$ cat src/cbe_pkg.sv
`default_nettype none
// ----------------------------------------------------------------------------
// cbe_pkg: shared types and helpers for the C-style byte escaper
// Character codes, the escape run record and the escape decoder.
// ----------------------------------------------------------------------------
package cbe_pkg;

    localparam int unsigned MaxRun = 4;
    localparam int unsigned IdxW   = $clog2(MaxRun);

    typedef logic [7:0] byte_t;

    localparam byte_t ChSpace     = 8'h20;
    localparam byte_t ChTilde     = 8'h7E;
    localparam byte_t ChSquote    = 8'h27;
    localparam byte_t ChDquote    = 8'h22;
    localparam byte_t ChBackslash = 8'h5C;
    localparam byte_t ChNul       = 8'h00;
    localparam byte_t ChBell      = 8'h07;
    localparam byte_t ChBackspace = 8'h08;
    localparam byte_t ChTab       = 8'h09;
    localparam byte_t ChNewline   = 8'h0A;
    localparam byte_t ChVtab      = 8'h0B;
    localparam byte_t ChFormfeed  = 8'h0C;
    localparam byte_t ChReturn    = 8'h0D;
    localparam byte_t ChDigit0    = 8'h30;
    localparam byte_t ChLowerA    = 8'h61;
    localparam byte_t ChLowerB    = 8'h62;
    localparam byte_t ChLowerF    = 8'h66;
    localparam byte_t ChLowerN    = 8'h6E;
    localparam byte_t ChLowerR    = 8'h72;
    localparam byte_t ChLowerT    = 8'h74;
    localparam byte_t ChLowerV    = 8'h76;
    localparam byte_t ChLowerX    = 8'h78;

    // Index of the last byte of a run: runs are one, two or four bytes long
    localparam logic [IdxW-1:0] LastOfOne  = IdxW'(0);
    localparam logic [IdxW-1:0] LastOfTwo  = IdxW'(1);
    localparam logic [IdxW-1:0] LastOfFour = IdxW'(3);

    typedef struct packed {
        byte_t [MaxRun-1:0] seq;
        logic  [IdxW-1:0]   last_idx;
    } esc_run_t;

    // Lower-case hex digit for one nibble
    function automatic byte_t hex_digit(input logic [3:0] nib);
        byte_t digit;
        if (nib < 4'd10)
        begin
            digit = ChDigit0 + {4'h0, nib};
        end
        else
        begin
            digit = ChLowerA - 8'd10 + {4'h0, nib};
        end
        return digit;
    endfunction

    // Build the whole escaped run for one raw byte
    function automatic esc_run_t escape_byte(input byte_t c);
        esc_run_t run;
        byte_t    second;
        logic     has_short;
        has_short = 1'b1;
        second    = ChNul;
        unique case (c)
            ChSquote:    second = ChSquote;
            ChDquote:    second = ChDquote;
            ChBackslash: second = ChBackslash;
            ChBell:      second = ChLowerA;
            ChBackspace: second = ChLowerB;
            ChFormfeed:  second = ChLowerF;
            ChNewline:   second = ChLowerN;
            ChReturn:    second = ChLowerR;
            ChTab:       second = ChLowerT;
            ChVtab:      second = ChLowerV;
            ChNul:       second = ChDigit0;
            default:     has_short = 1'b0;
        endcase

        run.seq = '0;
        if (c >= ChSpace && c <= ChTilde && !has_short)
        begin
            run.seq[0]   = c;
            run.last_idx = LastOfOne;
        end
        else if (has_short)
        begin
            run.seq[0]   = ChBackslash;
            run.seq[1]   = second;
            run.last_idx = LastOfTwo;
        end
        else
        begin
            run.seq[0]   = ChBackslash;
            run.seq[1]   = ChLowerX;
            run.seq[2]   = hex_digit(c[7:4]);
            run.seq[3]   = hex_digit(c[3:0]);
            run.last_idx = LastOfFour;
        end
        return run;
    endfunction

endpackage
`default_nettype wire

$ cat src/cbe_stream_if.sv
`default_nettype none
// ----------------------------------------------------------------------------
// cbe_stream_if: request channels of the C-style byte escaper
// Raw byte channel in, escaped byte channel out, valid/ready handshake.
// ----------------------------------------------------------------------------
interface cbe_in_if import cbe_pkg::*; ();
    logic  valid;
    logic  ready;
    byte_t raw_byte;
    logic  string_end;

    modport source (output valid, raw_byte, string_end, input ready);
    modport sink   (input valid, raw_byte, string_end, output ready);
endinterface

interface cbe_out_if import cbe_pkg::*; ();
    logic  valid;
    logic  ready;
    byte_t out_byte;
    logic  run_last;
    logic  string_done;

    modport source (output valid, out_byte, run_last, string_done, input ready);
    modport sink   (input valid, out_byte, run_last, string_done, output ready);
endinterface
`default_nettype wire

$ cat src/c_style_byte_escaper_top.sv
`default_nettype none
// ----------------------------------------------------------------------------
// c_style_byte_escaper_top: C string literal escaper, one byte per request
// Path: the raw byte is decoded into the run register, and each escaped byte
// then passes through the output register before the sink takes it.
// Throughput: one output byte per cycle while the sink is ready. A raw byte
// fills the run register with 1, 2 or 4 bytes (plain, short, hex escape); the
// next raw byte is taken in the same cycle the last byte of a run moves out.
// Reset: rst_n clears the run and output valid flags and the run index.
// ----------------------------------------------------------------------------
module c_style_byte_escaper_top import cbe_pkg::*;
(
    input  wire logic  clk,
    input  wire logic  rst_n,
    cbe_in_if.sink     byte_in,
    cbe_out_if.source  esc_out
);

    // Run register: the escaped run of the current raw byte and its progress
    logic              item_valid_reg;
    logic              item_valid_next;
    logic [IdxW-1:0]   idx_reg;
    logic [IdxW-1:0]   idx_next;
    esc_run_t          run_reg;
    logic              end_reg;

    // Output register
    logic              out_valid_reg;
    logic              out_valid_next;
    byte_t             out_byte_reg;
    logic              run_last_reg;
    logic              done_reg;

    logic              out_load;
    logic              emit;
    logic              run_end;
    logic              accept;

    // The output register can load when empty or when its byte is taken
    assign out_load = !out_valid_reg || esc_out.ready;
    // Advance the run by one byte whenever the output register loads
    assign emit     = item_valid_reg && out_load;
    assign run_end  = (idx_reg == run_reg.last_idx);

    // Take a new raw byte when the run register is empty or drains this cycle
    assign byte_in.ready = !item_valid_reg || (emit && run_end);
    assign accept        = byte_in.valid && byte_in.ready;

    always_comb
    begin
        item_valid_next = item_valid_reg;
        idx_next        = idx_reg;
        if (accept)
        begin
            item_valid_next = 1'b1;
            idx_next        = '0;
        end
        else if (emit)
        begin
            item_valid_next = !run_end;
            idx_next        = idx_reg + IdxW'(1);
        end
    end

    assign out_valid_next = out_load ? emit : out_valid_reg;

    always_ff @(posedge clk or negedge rst_n)
    begin
        if (!rst_n)
        begin
            item_valid_reg <= 1'b0;
            idx_reg        <= '0;
            out_valid_reg  <= 1'b0;
        end
        else
        begin
            item_valid_reg <= item_valid_next;
            idx_reg        <= idx_next;
            out_valid_reg  <= out_valid_next;
        end
    end

    // Payload: decode at the input, one byte per cycle while the output loads
    always_ff @(posedge clk)
    begin
        if (accept)
        begin
            run_reg <= escape_byte(byte_in.raw_byte);
            end_reg <= byte_in.string_end;
        end
        if (emit)
        begin
            out_byte_reg <= run_reg.seq[idx_reg];
            run_last_reg <= run_end;
            done_reg     <= run_end && end_reg;
        end
    end

    assign esc_out.valid       = out_valid_reg;
    assign esc_out.out_byte    = out_byte_reg;
    assign esc_out.run_last    = run_last_reg;
    assign esc_out.string_done = done_reg;

    // A finished string always closes a run
    assert property (@(posedge clk) disable iff (!rst_n)
        out_valid_reg && done_reg |-> run_last_reg)
        else $error("string_done without run_last");

    // The run index never passes the end of its run
    assert property (@(posedge clk) disable iff (!rst_n)
        item_valid_reg |-> idx_reg <= run_reg.last_idx)
        else $error("run index past end of run");

    // A new raw byte is never taken while a run still has bytes to send
    assert property (@(posedge clk) disable iff (!rst_n)
        accept && item_valid_reg |-> emit && run_end)
        else $error("raw byte taken over an unfinished run");

    // A run that sent a middle byte keeps its register
    assert property (@(posedge clk) disable iff (!rst_n)
        emit && !run_end |=> item_valid_reg && idx_reg == $past(idx_reg) + IdxW'(1))
        else $error("run dropped before its last byte");

endmodule
`default_nettype wire
$ cat src/flat_wrapper.sv
// flat-port wrapper written by rule: the top's interface ports become plain ports
module c_style_byte_escaper_top_flat import cbe_pkg::*;
  (clk, rst_n, byte_in_valid, byte_in_raw_byte, byte_in_string_end, byte_in_ready, esc_out_valid, esc_out_out_byte, esc_out_run_last, esc_out_string_done, esc_out_ready);
  cbe_in_if byte_in_i ();
  cbe_out_if esc_out_i ();
  input  wire logic clk;
  input  wire logic rst_n;
  input wire logic [$bits(byte_in_i.valid)-1:0] byte_in_valid;
  input wire logic [$bits(byte_in_i.raw_byte)-1:0] byte_in_raw_byte;
  input wire logic [$bits(byte_in_i.string_end)-1:0] byte_in_string_end;
  output wire logic [$bits(byte_in_i.ready)-1:0] byte_in_ready;
  output wire logic [$bits(esc_out_i.valid)-1:0] esc_out_valid;
  output wire logic [$bits(esc_out_i.out_byte)-1:0] esc_out_out_byte;
  output wire logic [$bits(esc_out_i.run_last)-1:0] esc_out_run_last;
  output wire logic [$bits(esc_out_i.string_done)-1:0] esc_out_string_done;
  input wire logic [$bits(esc_out_i.ready)-1:0] esc_out_ready;
  assign byte_in_i.valid = byte_in_valid;
  assign byte_in_i.raw_byte = byte_in_raw_byte;
  assign byte_in_i.string_end = byte_in_string_end;
  assign byte_in_ready = byte_in_i.ready;
  assign esc_out_valid = esc_out_i.valid;
  assign esc_out_out_byte = esc_out_i.out_byte;
  assign esc_out_run_last = esc_out_i.run_last;
  assign esc_out_string_done = esc_out_i.string_done;
  assign esc_out_i.ready = esc_out_ready;
  c_style_byte_escaper_top u_core (.clk(clk), .rst_n(rst_n), .byte_in(byte_in_i), .esc_out(esc_out_i));
endmodule
$ cat config.mk
export PLATFORM = sky130hd
export DESIGN_NAME = c_style_byte_escaper_top_flat
export DESIGN_NICKNAME = d
export VERILOG_FILES = /design/src/cbe_pkg.sv /design/src/cbe_stream_if.sv /design/src/c_style_byte_escaper_top.sv /design/src/flat_wrapper.sv
export SDC_FILE = /design/constraint.sdc
export NUM_CORES = 1
export LEC_CHECK = 0
export BUFFER_PORTS_ARGS = -buffer_cell sky130_fd_sc_hd__buf_2
export CAP_MARGIN = 10
export CORE_MARGIN = 3
export CORE_UTILIZATION = 50
export DETAILED_ROUTE_END_ITERATION = 6
export PLACE_DENSITY = 0.68
export REMOVE_ABC_BUFFERS = 1
export SYNTH_ARGS = -nofsm -noshare
export SYNTH_HDL_FRONTEND = slang
export SYNTH_SLANG_ARGS = --single-unit
$ cat constraint.sdc
create_clock -name clk -period 4.4 [get_ports clk]
set_clock_uncertainty 0.2 [all_clocks]
set_input_delay 0.88 -clock clk [delete_from_list [all_inputs] [get_ports clk]]
set_output_delay 0.88 -clock clk [all_outputs]
set_load 0.01 [all_outputs]
After elaboration in Yosys (flattened, before gate mapping)
Cells that the tools add are included.
- bits in writable memories: 0
- output and inout bits: 12
- bits in latches: 0
- memories: 0
- flip-flop bits (word level): 49
- memory bits (read-only): 0
- bitwise logic cells: 1
- add/sub/neg operators: 5
- div/mod/pow operators: 0
- order comparisons: 5
- multipliers: 0
- shift-type cells: 0
- multiplexer cells: 13
- equal/unequal tests: 11
- reductions and logical operators: 17
- operator list (kind ; number):
    $pmux W7 S11 ; 1
    $eq A8 B4 Y1 const B ; 6
    $mux W8 ; 3
    $mux W17 ; 1
    $add A7 B4 Y8 const A ; 2
    $bmux W8 S2 ; 1
    $eq A8 B6 Y1 const B ; 2
    $add A6 B4 Y7 const A ; 2
    $reduce_or A11 Y1 ; 1
    $mux W10 ; 1
    $eq A8 B3 Y1 const B ; 1
    $eq A8 B7 Y1 const B ; 1
    $ge A8 B6 Y1 const B ; 1
    $le A8 B7 Y1 const B ; 1
    $logic_not A8 Y1 ; 1
    $lt A4 B4 Y1 const B ; 2
    $logic_and A1 B1 Y1 ; 6
    $logic_not A1 Y1 ; 4
    $mux W1 ; 4
    $mux W2 ; 2
    $reduce_or A2 Y1 ; 2
    $lt A2 B3 Y1 const B ; 1
    $add A2 B1 Y2 const B ; 1
    $eq A2 B2 Y1 ; 1
    3 further kinds ; 4

Longest topological paths before layout
- word-level depth: 10
- mapped depth: 7
- mapped depth without buffers: 6

Least setup slack after synthesis
Ideal clock, no wire load.
- path kind: input -> register
- start point: input esc_out_ready
- end point: register u_core.end_reg (enable)
- path slack: 985 ps
- data arrival time: 2783 ps
- setup time: 432 ps
- cell stages on the path: 3
- required time: 3768 ps
- path through: nand2b_1 nand3_1 a21oi_1
- word-level cells in the longest chain between the ends: 5
- ends and longest elaborated chain (what ; RTL line ; source):
    start, declared ; flat_wrapper.sv:16 ; input wire logic [$bits(esc_out_i.ready)-1:0] esc_out_ready;
    $logic_or A1 B1 Y1 ; c_style_byte_escaper_top.sv:40 ; assign out_load = !out_valid_reg || esc_out.ready;
    $logic_and A1 B1 Y1 ; c_style_byte_escaper_top.sv:42 ; assign emit = item_valid_reg && out_load;
    $logic_and A1 B1 Y1 ; c_style_byte_escaper_top.sv:46 ; assign byte_in.ready = !item_valid_reg || (emit && run_end);
    $logic_or A1 B1 Y1 ; c_style_byte_escaper_top.sv:46 ;
    $logic_and A1 B1 Y1 ; c_style_byte_escaper_top.sv:47 ; assign accept = byte_in.valid && byte_in.ready;
    named net u_core.accept ; c_style_byte_escaper_top.sv:37 ; logic accept;
    end signal, assigned ; c_style_byte_escaper_top.sv:89 ; end_reg <= byte_in.string_end;
    end, declared ; c_style_byte_escaper_top.sv:25 ; logic end_reg;
The timed path passes the listed nets, and every way through them passes these cells.
A chain may end at the register's enable or synchronous reset.

Worst setup path after layout
- start point: register u_core.idx_reg[0]
- end point: output byte_in_ready
- word-level cells in the longest chain between the ends: 3
- ends and longest elaborated chain (what ; RTL line ; source):
    start, declared ; c_style_byte_escaper_top.sv:22 ; logic [IdxW-1:0] idx_reg;
    start signal, assigned ; c_style_byte_escaper_top.sv:78 ; idx_reg <= idx_next;
    $eq A2 B2 Y1 ; c_style_byte_escaper_top.sv:43 ; assign run_end = (idx_reg == run_reg.last_idx);
    $logic_and A1 B1 Y1 ; c_style_byte_escaper_top.sv:46 ;
    $logic_or A1 B1 Y1 ; c_style_byte_escaper_top.sv:46 ;
    end, declared ; flat_wrapper.sv:11 ; output wire logic [$bits(byte_in_i.ready)-1:0] byte_in_ready;
No other way between the ends.

==> results by group <==
Final layout
  – Antenna cell count: 0
  – Final net count: 229
  – Layout cells sized above 1: 30.77%
  – Max reg flops: 31
  – Post-layout util: 57.78%
  – Non-Filler Instances: 275
  – P&R area growth vs syn: 7.590%

Power
  – PwrDens: 462.2 nW/um2
  – Sw Ratio: 30.53%
  – Clk network pwr share: 18.3%
  – Flop pwr share: 54.4%
  – VDD IR max: 0.0002896 V
  – P_int: 0.9111 mW
  – Logic pwr share: 27.2%
  – Leakage: 1.024 nW
  – Net Sw Power: 0.4005 mW

CTS
  – Root Buffer: clkbuf_8
  – Deepest clock path buffer count: 2
  – Htree depth: 2
  – Clock sinks: 46
  – Setup Fix Bufs, Post-CTS: 0
  – Total CTS buffers: 5
  – CTS tree: yes
  – Clock Pin Slew Worst Setup and Hold Paths: 0.08 ns
  – Hold_buf cts: 0
  – PostCTS Resize Cnt: 0
  – Latest clock arrival within the worst-skew pair: 0.29 ns

Synth
  – #FFs+latches synth: 46
  – Synth top area cells: edfxtp_1, mux4_2, ha_1, dfrtp_1, nor4_2
  – Yosys cell types: 56
  – Cell Area, Synth: 2638 um2
  – Post-synth top area cell: edfxtp_1
  – Yosys warns: 0
  – Synthesized instance count: 188
  – Syn_area_per_cell: 14.03 um2
  – Synth top area share: 47.82%
  – Seq/Total Area, Yosys: 51.61%

Placement
  – Placed cells: 267
  – DPL Wire Length: 3.736 mm
  – Gpl congestion: 0.9953
  – I/O Buffers: 24
  – Pre-CTS WS: 1.291 ns

Run status
  – Run status: finished, final reports clean

Global routing
  – Grt total ovfl: 0
  – Global-route wire length before repair: 8.590 mm
  – Initial antenna violation count: 0
  – Number of global-route vias before repair: 1644
  – Largest net degree at the start of global routing: 33
  – Gr usage total: 18.20%

STA
  – Hold_ws: 0.1771 ns
  – Final setup vio count: 0
  – Final slew viol count: 0
  – Slew margin rel.: 42.91%
  – Period minus WS final: 2.849 ns
  – Max Clock Freq: 351.0 MHz
  – Final worst slack: 1.551 ns
  – Worst slew pin tran: 0.8563 ns
  – Sum of negative setup slack: 0 ns
  – Endpoints failing hold: 0
  – Final period utilization: 64.75%
  – Unrepaired setup endpoints after global routing: false

Die
  – IO Pins: 25
  – Die extent in y: 78.63 um
  – Core region area: 4911 um2
  – # rows: 25
  – Die extent in x: 78.63 um
  – Starting Density: 53.71%
  – Die area: 6183 um2

Critical path
  – Critical Path RT: 3.32 ns
  – Arrival time worst endpoint: 1.77 ns
  – Worst setup SP type: flip-flop
  – Worst setup EP type: primary output
  – Crit path max fanout: 15
  – WS Path Type: flip-flop to primary output

Drt
  – ANT nets after route: 0
  – DRT iter0 DRCs: 87
  – DRC: 0
  – Post-route met1 wirelength: 2.195 mm
  – Total length of routed met3 wires: 249 um
  – Drt wl/cell: 18.68 um
  – Met2 WL: 2.589 mm
  – Routed Wire Length: 5.137 mm
  – Highest routed layer: met4
  – Drt first pass iters: 4
  – Vias: 1636
  – Vias per cell: 5.949

Run
  – Max cap viols: 0

Hold path
  – Hold Path Class: primary input to async pin
power by group through the flow:
stage	clock network [mW]	registers [mW]	logic, mW
2_1_floorplan	0	0.726	0.223
3_3_place_gp	0	0.719	0.350
3_5_place_dp	0	0.729	0.361
4_1_cts	0.243	0.720	0.362
5_1_grt	0.261	0.734	0.390
6_report	0.240	0.714	0.357
Yosys cell counts (all sizes together):
cell and instances:
edfxtp 42, buf 10, ha 9, a21oi 8, inv 8, nor4 8, o21ai 8, mux4 7
nand2 7, nand3 6, nand4 5, nor2b 5, nor3b 5, a31oi 4, and3 4, dfrtp 4
nor2 4, xnor2 4, and2 3, clkbuf 3, nand2b 3, nor3 3, nor4b 3, o211ai 3
a211oi 2, a32oi 2, mux2 2, mux2i 2, o211a 2, a2111oi 1, a22oi 1, a311oi 1
a31o 1, a32o 1, and4 1, conb 1, nor4bb 1, o2bb2ai 1, o311ai 1, or3b 1
or4b 1
critical path: stages (launching register included):
cell and delay (ns):
dfrtp_1 0.82, xnor2_1 0.22, nand3_1 0.17, nand2_1 0.13, buf_2 0.14
per-stage QoR:
stage	instance area [um2]	total power, mW
finish	2838	1.312
floorplan	2541	0.9498
global placement	2756	1.069
global route	2838	1.385
detailed placement	2756	1.090
CTS	2838	1.325
logic make-up (layout without fill, tap and decap cells):
| logic type | after synthesis | count (layout) | synth area share (%) |
|---|---|---|---|
| compound gates | 36 | 36 | 11.86 |
| xor+xnor | 4 | 4 | 1.328 |
| fa+ha+maj | 9 | 9 | 4.270 |
| buf+inv | 21 | 41 | 4.791 |
| flops | 46 | 46 | 51.61 |
| mux | 11 | 11 | 7.875 |
| other cells | 1 | 1 | 0.1422 |
| simple gates | 60 | 60 | 18.12 |
layout make-up:
class	instances	area, um2
Fill cell	420	2073
Inverter	8	30.03
Clock buffer	6	72.57
Multi-Input combinational cell	121	1154
Timing Repair Buffer	25	127.6
Tap cell	67	83.83
Clock inverter	2	8.758
Sequential cell	46	1361
metal layers:
layer  vias up  GRT usage [%]
met1       798          23.78
met2        55          30.65
met5         -              0
met3         8          2.294
li1        775              -
met4         0          7.343
path summary, 6_finish.rpt:
path / from / endpoint / slack [ns] / depth (start not counted)
min reg2reg: u_core.end_reg$_DFFE_PP_ / u_core.esc_out.string_done$_DFFE_PP_ / 0.37 / 1
max reg2reg: u_core.idx_reg[0]$_DFFE_PN0P_ / u_core.run_reg[9]$_SDFFCE_PN0P_ / 2.05 / 4
min in group clk: u_core.end_reg$_DFFE_PP_ / u_core.esc_out.string_done$_DFFE_PP_ / 0.37 / 1
max in group asynchronous: rst_n / u_core.esc_out.valid$_DFFE_PN0P_ / 3.71 / 1
min: rst_n / u_core.idx_reg[1]$_DFFE_PN0P_ / 0.18 / 1
max: u_core.idx_reg[0]$_DFFE_PN0P_ / byte_in_ready / 1.55 / 4
cells in the final DEF, fill, tap and decap left out, types with 4 or more instances in the layout:
cell	Yosys	layout
a21oi_1	7	6
a31oi_1	4	4
and3_1	4	4
buf_2	3	24
clkbuf_8	1	5
dfrtp_1	4	4
edfxtp_1	42	42
ha_1	9	9
inv_1	8	8
mux4_2	7	7
nand2_1	6	6
nand3_1	5	5
nand4_1	4	4
nor2_1	4	4
nor2b_1	5	5
nor3b_1	4	4
nor4_2	7	7
o21ai_0	7	7
xnor2_1	4	4
(Power assumes the default switching activity.)
